**src/design/ppdf_pkg.sv**
```systemverilog
// ----------------------------------------------------------------------------
// ppdf_pkg
// shared types, codes and widths of the point projection block
// ----------------------------------------------------------------------------
`default_nettype none

package ppdf_pkg;

  localparam int COORD_WIDTH = 32;
  localparam int CW_EFF      = (COORD_WIDTH < 32) ? COORD_WIDTH : 32;

  localparam int DW    = 33;          // camera offset
  localparam int MW    = 34;          // shared multiplier operand
  localparam int PW    = 2 * MW;      // shared multiplier product
  localparam int SUMW  = 66;          // sum of squares
  localparam int SQW   = 62;          // square root operand
  localparam int AXW   = 52;          // camera space axis
  localparam int QW    = 40;          // ratio quotient
  localparam int RSH   = QW - 12;
  localparam int FMW   = QW + 25;     // ratio times focal
  localparam int OFFW  = FMW - 16;    // rounded Q.4 offset
  localparam int SCW   = OFFW + 2;    // screen arithmetic

  localparam int SQRT_STEPS = SQW / 2;
  localparam int DIV_STEPS  = QW;
  localparam int LERP_STEPS = 8;

  localparam logic [SQW-1:0] SQRT_BIT0   = SQW'(1) << (SQW - 2);
  localparam logic [QW-1:0]  RATIO_LIMIT = QW'(1) << 38;
  localparam logic [FMW-1:0] ROUND_HALF  = FMW'(32768);

  // input commands
  localparam logic [1:0] CMD_POS  = 2'd0;
  localparam logic [1:0] CMD_ROT  = 2'd1;
  localparam logic [1:0] CMD_PROJ = 2'd2;

  // verdict codes
  localparam logic [1:0] VERDICT_DRAWN  = 2'd0;
  localparam logic [1:0] VERDICT_BEYOND = 2'd1;
  localparam logic [1:0] VERDICT_BEHIND = 2'd2;
  localparam logic [1:0] VERDICT_OFF    = 2'd3;

  // register indexes
  localparam logic [2:0] REG_WIDTH   = 3'd0;
  localparam logic [2:0] REG_HEIGHT  = 3'd1;
  localparam logic [2:0] REG_FOCAL_X = 3'd2;
  localparam logic [2:0] REG_FOCAL_Y = 3'd3;
  localparam logic [2:0] REG_MIRROR  = 3'd4;
  localparam logic [2:0] REG_MAX     = 3'd5;
  localparam logic [2:0] REG_NEAR    = 3'd6;
  localparam logic [2:0] REG_FAR     = 3'd7;

  // multiplier selects: three squares, max squared, then nine rotation terms
  localparam logic [3:0] MUL_MAXSQ = 4'd3;
  localparam int         MUL_ROT0  = 4;

  typedef struct packed {
    logic [11:0] width;
    logic [11:0] height;
    logic [23:0] focal_x;
    logic [23:0] focal_y;
    logic        mirror;
    logic [30:0] max_dist;
    logic [31:0] near;
    logic [31:0] far;
  } cfg_t;

  typedef struct packed {
    logic       load;
    logic       start;
    logic       mul_en;
    logic [3:0] mul_sel;
    logic       sqrt_init;
    logic       sqrt_step;
    logic       div_init;
    logic       div_step;
    logic       sel;
    logic       foc;
    logic       screen;
    logic       lerp_init;
    logic       lerp_step;
    logic       verdict_set;
    logic [1:0] verdict_code;
  } cmd_t;

  typedef struct packed {
    logic beyond;
    logic behind;
    logic offscreen;
  } status_t;

  function automatic logic signed [31:0] sext_coord(input logic [31:0] raw);
    logic [31:0] v;
    v = raw;
    for (int i = CW_EFF; i < 32; i++) begin
      v[i] = raw[CW_EFF-1];
    end
    return $signed(v);
  endfunction

endpackage

`default_nettype wire

```
**src/design/ppdf_ctrl.sv**
```systemverilog
// ----------------------------------------------------------------------------
// ppdf_ctrl
// sequencer that steps the datapath through one projection
// ----------------------------------------------------------------------------
`default_nettype none

module ppdf_ctrl (
  input  logic              clk,
  input  logic              rst,
  input  logic              in_valid,
  input  logic [1:0]        command,
  input  ppdf_pkg::status_t status,
  input  logic              out_busy,
  output logic              in_ready,
  output logic              out_load,
  output ppdf_pkg::cmd_t    cmd
);
  import ppdf_pkg::*;

  localparam logic [3:0] S_IDLE = 4'd0;
  localparam logic [3:0] S_SQ   = 4'd1;
  localparam logic [3:0] S_ROT  = 4'd2;
  localparam logic [3:0] S_CHK  = 4'd3;
  localparam logic [3:0] S_SQRT = 4'd4;
  localparam logic [3:0] S_BEH  = 4'd5;
  localparam logic [3:0] S_DIV  = 4'd6;
  localparam logic [3:0] S_FOC  = 4'd7;
  localparam logic [3:0] S_SCR  = 4'd8;
  localparam logic [3:0] S_LERP = 4'd9;
  localparam logic [3:0] S_OUT  = 4'd10;

  logic [3:0] state, state_next;
  logic [5:0] cnt, cnt_next;
  logic       pass, pass_next;

  always_ff @(posedge clk) begin
    if (rst) begin
      state <= S_IDLE;
      cnt   <= '0;
      pass  <= 1'b0;
    end else begin
      state <= state_next;
      cnt   <= cnt_next;
      pass  <= pass_next;
    end
  end

  always_comb begin
    state_next = state;
    cnt_next   = cnt;
    pass_next  = pass;
    in_ready   = 1'b0;
    out_load   = 1'b0;
    cmd        = '0;
    unique case (state)
      S_IDLE: begin
        in_ready = 1'b1;
        if (in_valid) begin
          cmd.load = 1'b1;
          if (command == CMD_PROJ) begin
            cmd.start  = 1'b1;
            cnt_next   = '0;
            state_next = S_SQ;
          end
        end
      end
      S_SQ: begin
        cmd.mul_en  = 1'b1;
        cmd.mul_sel = cnt[3:0];
        if (cnt[3:0] == MUL_MAXSQ) begin
          cnt_next   = '0;
          state_next = S_ROT;
        end else begin
          cnt_next = cnt + 6'd1;
        end
      end
      S_ROT: begin
        cmd.mul_en  = 1'b1;
        cmd.mul_sel = 4'(MUL_ROT0) + cnt[3:0];
        if (cnt == 6'd8) begin
          state_next = S_CHK;
        end else begin
          cnt_next = cnt + 6'd1;
        end
      end
      S_CHK: begin
        if (status.beyond) begin
          cmd.verdict_set  = 1'b1;
          cmd.verdict_code = VERDICT_BEYOND;
          state_next       = S_OUT;
        end else begin
          cmd.sqrt_init = 1'b1;
          cnt_next      = '0;
          state_next    = S_SQRT;
        end
      end
      S_SQRT: begin
        cmd.sqrt_step = 1'b1;
        if (cnt == 6'(SQRT_STEPS - 1)) begin
          state_next = S_BEH;
        end else begin
          cnt_next = cnt + 6'd1;
        end
      end
      S_BEH: begin
        if (status.behind) begin
          cmd.verdict_set  = 1'b1;
          cmd.verdict_code = VERDICT_BEHIND;
          state_next       = S_OUT;
        end else begin
          cmd.div_init = 1'b1;
          cmd.sel      = 1'b0;
          pass_next    = 1'b0;
          cnt_next     = '0;
          state_next   = S_DIV;
        end
      end
      S_DIV: begin
        cmd.div_step = 1'b1;
        if (cnt == 6'(DIV_STEPS - 1)) begin
          state_next = S_FOC;
        end else begin
          cnt_next = cnt + 6'd1;
        end
      end
      S_FOC: begin
        cmd.foc = 1'b1;
        cmd.sel = pass;
        if (!pass) begin
          cmd.div_init = 1'b1;
          pass_next    = 1'b1;
          cnt_next     = '0;
          state_next   = S_DIV;
        end else begin
          state_next = S_SCR;
        end
      end
      S_SCR: begin
        cmd.verdict_set = 1'b1;
        if (status.offscreen) begin
          cmd.verdict_code = VERDICT_OFF;
          state_next       = S_OUT;
        end else begin
          cmd.verdict_code = VERDICT_DRAWN;
          cmd.screen       = 1'b1;
          cmd.lerp_init    = 1'b1;
          cnt_next         = '0;
          state_next       = S_LERP;
        end
      end
      S_LERP: begin
        cmd.lerp_step = 1'b1;
        if (cnt == 6'(LERP_STEPS - 1)) begin
          state_next = S_OUT;
        end else begin
          cnt_next = cnt + 6'd1;
        end
      end
      S_OUT: begin
        if (!out_busy) begin
          out_load   = 1'b1;
          state_next = S_IDLE;
        end
      end
      default: begin
        state_next = S_IDLE;
      end
    endcase
  end

endmodule

`default_nettype wire

```
**config.mk**
```make
export PLATFORM = sky130hd
export DESIGN_NAME = ppdf_ctrl
export DESIGN_NICKNAME = d
export VERILOG_FILES = /design/src/design/ppdf_pkg.sv /design/src/design/ppdf_ctrl.sv
export SDC_FILE = /design/constraint.sdc
export NUM_CORES = 1
export LEC_CHECK = 0
export ABC_AREA = 1
export BUFFER_PORTS_ARGS = -buffer_cell sky130_fd_sc_hd__buf_2
export CAP_MARGIN = 20
export CORE_UTILIZATION = 47
export DETAILED_ROUTE_END_ITERATION = 16
export PLACE_DENSITY = 0.76
export RECOVER_POWER = 50
export SLEW_MARGIN = 20
export SYNTH_ARGS = -nofsm -noshare
export SYNTH_HDL_FRONTEND = slang
export SYNTH_SLANG_ARGS = --single-unit
```
**constraint.sdc**
```tcl
create_clock -name clk -period 1.6 [get_ports clk]
set_clock_uncertainty 0.2 [all_clocks]
set_input_delay 0.08 -clock clk [delete_from_list [all_inputs] [get_ports clk]]
set_output_delay 0.08 -clock clk [all_outputs]
set_load 0.01 [all_outputs]
```
==> flow_summary.toml, run 1 <==
[global_routing]
grt-ovfl-total = 11
grt_max_degree = 7
grtUsageTotal = 0.686

[timing]
timing.grt.repair.worst_endpoint = "cnt[1]$_SDFFE_PP0P_/D"
kind_of_endpoint_with_the_least_setup_slack = "register input"

[clock_tree]
cts_root_buffer = "sky130_fd_sc_hd__clkbuf_4"
cts_buffers = 3
total_number_of_clock_tree_sinks = 11
cts.path.max_buffers = 2
h-tree-depth = 1

[synth]
synthesis.area_per_instance_um2 = 5.83
area_of_the_mapped_netlist_um2 = 1090
number_of_flops_mapped_to_enable_cells_by_yosys = 0
synth-seq-area-share = 0.202
number_of_warnings_reported_in_the_yosys_synthesis_log = 0
synth-main-ff-cell = "sky130_fd_sc_hd__dfxtp_1"
syn_nets = 203
postSynthRegisterBits = 11
count_of_distinct_cell_types_in_the_synthesized_netlist = 23
async_flop_share = 0
synthesis.instances = 187

[floorplan]
row_count = 17
die-height_um = 50.2
floorplan.io_pins = 30
die_x_um = 50.2
start_util = 0.497

[place]
gpl.final_weighted_congestion = 0.911
placement.io_buffers = 29
dp_hpwl_um = 2550
dp_slack_ns = -0.193

[status]
outcome.stop_stage = "global routing"
status = "did not finish"
error_line = "[ERROR GRT-0232] Routing congestion too high. Check the congestion heatmap in the GUI."
==> metal layers <==
metal / GRT usage / GRT overflow
met5: 0 / 0
met4: 0.714 / 6
met3: 0.442 / 0
met2: 0.916 / 5
met1: 0.687 / 0
==> repair_timing <==
action,4_1_cts
hold buffers,1
setup buffers,14
hold endpoints to repair,5
pin swaps,30
endpoints found under the setup margin,26
gates cloned,1
resized for setup,103
==> through the flow <==
stage,util,instances,area [um2],hold WS (ns),setup TNS (ns)
after floorplan,-,187,1090,-0.0509,-0.00177
after detailed placement,0.680,273,1490,0.124,-1.46
after global placement,0.680,273,1490,0.118,-1.00
after CTS,0.898,292,1970,0.0271,-1.00
==> Yosys cell counts (3+ instances only) <==
cell                      number  area share
sky130_fd_sc_hd__a21oi_1      12       0.055
sky130_fd_sc_hd__nand3_1      11       0.051
sky130_fd_sc_hd__nand2_2       5       0.029
sky130_fd_sc_hd__xor2_1        3       0.024
sky130_fd_sc_hd__nand2_1      51        0.18
sky130_fd_sc_hd__nor3_1        4       0.018
sky130_fd_sc_hd__dfxtp_1      11        0.20
sky130_fd_sc_hd__ha_1          7       0.080
sky130_fd_sc_hd__nor2_2        5       0.029
sky130_fd_sc_hd__inv_2         5       0.017
sky130_fd_sc_hd__nor2_1       29        0.10
sky130_fd_sc_hd__o21ai_0       9       0.041
sky130_fd_sc_hd__inv_1        21       0.072
==> kinds of logic after synthesis <==
group	synth area share
buf+inv	0.119
xor+xnor	0.0241
fa+ha+maj	0.0804
simple gates	0.471
flops	0.202
compound gates	0.103
==> run 2, diff against run 1 <==
CORE_AREA = 2 2 63 65   (was default)
CORE_UTILIZATION = default   (was 47)
DIE_AREA = 0 0 65 67   (was default)
PLACE_DENSITY = default   (was 0.76)
PLACE_DENSITY_LB_ADDON = 0.15   (was default)
clock period = 2.1 ns   (was 1.6 ns; I/O delays follow)
==> flow_summary.toml, run 2 <==
[global_routing]
vias_in_the_first_global_route = 1077
busiest_layer = "met2"
grtUsageTotal = 0.144
grt-ovfl-total = 0
grt_max_degree = 13
grt_first_pass_wirelength_um = 4840
fraction_of_met3_tracks_used_by_global_routing = 0.0169
met2_resource_use_gr = 0.237
globalRouteMet1Util = 0.189
grt_antenna_before_repair = 0

[synth]
ys_top_cells_by_area = "sky130_fd_sc_hd__dfxtp_1 20%, sky130_fd_sc_hd__nand2_1 18%, sky130_fd_sc_hd__nor2_1 10%"
yosys.area.top_type = "sky130_fd_sc_hd__dfxtp_1"
post_synth_most_frequent_cells = "51 x sky130_fd_sc_hd__nand2_1, 29 x sky130_fd_sc_hd__nor2_1, 21 x sky130_fd_sc_hd__inv_1"
synthesis.instances = 187
syn_nets = 203
yosys.cell_count.top_type = "sky130_fd_sc_hd__nand2_1"
async_flop_share = 0
synth-seq-area-share = 0.202
postSynthRegisterBits = 11
yosysTopAreaCellShare = 0.202
synth-main-ff-cell = "sky130_fd_sc_hd__dfxtp_1"
synthesis.area_per_instance_um2 = 5.83
count_of_distinct_cell_types_in_the_synthesized_netlist = 23
number_of_flops_mapped_to_enable_cells_by_yosys = 0
number_of_warnings_reported_in_the_yosys_synthesis_log = 0
area_of_the_mapped_netlist_um2 = 1090

[critical_path]
max_stage_delay_ns = 0.47
critical_path.reg2reg.startpoint = "cnt[2]"
critPathSlowestCell = "sky130_fd_sc_hd__dfxtp_1"
crit_arrival_ns = 1.84
path_max_fanout = 12
r2r_end = "cnt[1]"
startpoint_type = "flop"
critical_path_class = "flop to flop"
critical_path.endpoint_type = "flop"
rrSetupSlack_ns = 0.20
cp_data_required_time_ns = 2.04
crit_path_cell_trace = "inv_1 > ha_1 > nand2_1 > nor2_1 > nand2_1 > nand2_1 > nor2_2 > nand3_2 > a21oi_1 > nor2_1"
worst_path_most_repeated_cell = "sky130_fd_sc_hd__nand2_1"
worst-r2r-cell-count = 10

[timing]
finalHoldViolCount = 0
slew_violations = 0
post_layout_minimum_cycle_time_ns = 1.90
timing.final.crit_share = 0.905
worst_slew_margin_relative_to_its_limit = 0.796
max_freq_ghz = 0.526
post-route-worst-setup-slack_ns = 0.199
worstMarginPinSlew_ns = 0.305
setup_violations = 0
unrepaired_setup_endpoints_after_global_routing = "false"
setup-tns-final_ns = 0

[clock_tree]
cts_root_buffer = "sky130_fd_sc_hd__clkbuf_8"
clk-insertion-delay-late_ns = 0.24
cts.path.max_buffers = 2
h-tree-depth = 1
cts_setup_buffers = 0
path_clk_slew_ns = 0.05
total_number_of_clock_tree_sinks = 11
cts_tree = "built"
cts_buffers = 3

[power_and_ir_drop]
worst_ir_drop_on_vdd_uv = 355
cellLeakagePower_uw = 0.000694
power_density_nw_per_um2 = 921

[layout]
most_common_library_cell_in_the_layout_ignoring_fill_and_taps = "sky130_fd_sc_hd__nand2_1"
drive_gt1_frac = 0.187
final_nets = 236
fillerInstances = 428
mostFrequentLayoutCells = "54 x sky130_fd_sc_hd__nand2_1, 32 x sky130_fd_sc_hd__nor2_1, 23 x sky130_fd_sc_hd__inv_1, 23 x sky130_fd_sc_hd__buf_2, 12 x sky130_fd_sc_hd__a21oi_1"
layout-area-overhead-vs-synth_pct = 19.9
ff_latch_area_um2 = 220
antenna_cells_inserted = 0
max_flop_register = "cnt"
multiInputGateArea_um2 = 722
largestRegisters = "cnt: 6 flops, state: 4 flops, pass: 1 flops"
flip_flop_count_of_the_largest_register_all_copies_and_words_added = 6

[route]
drt-total-wl_um = 2890
drcViolationCount = 0
drt.antenna.violating_nets = 0
detailedRoute.firstPassIterationCount = 4
drt-initial-drc-count = 88
post_drt_via_cell_ratio = 4.54
vias = 1211
drt-wirelength-per-cell_um = 10.8

[place]
dp_hpwl_um = 2350
dp_slack_ns = 0.186
gpl.final_weighted_congestion = 0.807
placement.io_buffers = 29

[min_path]
hold_path_end = "pass"
whs_path_depth = 5
min_from = "status[1]"
hold_path.class = "input port to flop"

[status]
status = "completed"

[floorplan]
die_x_um = 65
fp.coreArea_um2 = 3610
row_count = 22
start_util = 0.302
floorplan.io_pins = 30
die_footprint_um2 = 4360
die-height_um = 67

[job]
cap_viol_max_count = 0
[run 2: how the worst max path moves through the flow]
stage / startpoint / end / slack [ns] / depth (start not counted)
6_report: cnt[2] / cnt[1] / 0.20 / 10
5_1_grt: cnt[2] / cnt[0] / 0.009 / 10
4_1_cts: cnt[2] / cnt[1] / 0.18 / 10
3_5_place_dp: cnt[2] / cnt[1] / 0.19 / 10
3_3_place_gp: cnt[2] / cnt[0] / 0.18 / 10
2_1_floorplan: cnt[2] / cnt[3] / 0.41 / 11
[run 2: area by class of cell]
| cell class | count | share of cell area |
|---|---|---|
| Inverter | 27 | 0.0795 |
| Sequential cell | 11 | 0.169 |
| Timing Repair Buffer | 31 | 0.119 |
| Clock buffer | 4 | 0.0345 |
| Multi-Input combinational cell | 146 | 0.553 |
| Tap cell | 48 | 0.0460 |
[run 2: stage by stage]
| stage | utilization | instances | total power, uW | hold slack, ns | instance area, um2 |
|---|---|---|---|---|---|
| finish | 0.362 | 267 | 1200 | 0.0670 | 1310 |
| global route | 0.362 | 267 | 1340 | 0.138 | 1310 |
| CTS | 0.369 | 267 | 1230 | 0.0696 | 1330 |
| detailed placement | 0.354 | 262 | 1000 | 0.163 | 1280 |
| global placement | 0.354 | 262 | 1020 | 0.171 | 1280 |
| floorplan | - | 187 | 838 | -0.0259 | 1090 |
[run 2: what timing repair did]
item                       CTS  global route
hold endpoints to repair     4             0
hold buffers                 1             0
setup endpoints to repair    0             1
resized for setup            0             1
[run 2: cells by family after synthesis]
family / after synthesis / synth area share
flops: 11 / 0.202
buf+inv: 30 / 0.119
compound gates: 22 / 0.103
xor+xnor: 3 / 0.0241
simple gates: 114 / 0.471
fa+ha+maj: 7 / 0.0804
[run 2: power by group]
part	internal (uW)	leakage [uW]	switching [uW]
logic	220	0.000582	415
clock network	134	0.0000228	84.9
registers	273	0.0000899	78.0
[run 2: routing by layer]
layer / wire length, um / vias up / part of all wire
li1: - / 654 / -
met1: 1410 / 528 / 0.49
met2: 1320 / 24 / 0.46
met3: 102 / 5 / 0.035
met4: 47 / 0 / 0.016
met5: 0 / - / 0
[run 2: critical path, delay by kind of cell, from the launching register on]
kind,cells,cell delay [ns]
buffers and inverters,1,0.13
adder cells (fa/ha/maj),1,0.21
AO/OA/AOI/OAI,1,0.19
flip-flops,1,0.47
AND/OR/NAND/NOR,7,0.60
No activity file was read; power rests on OpenSTA's default activity.
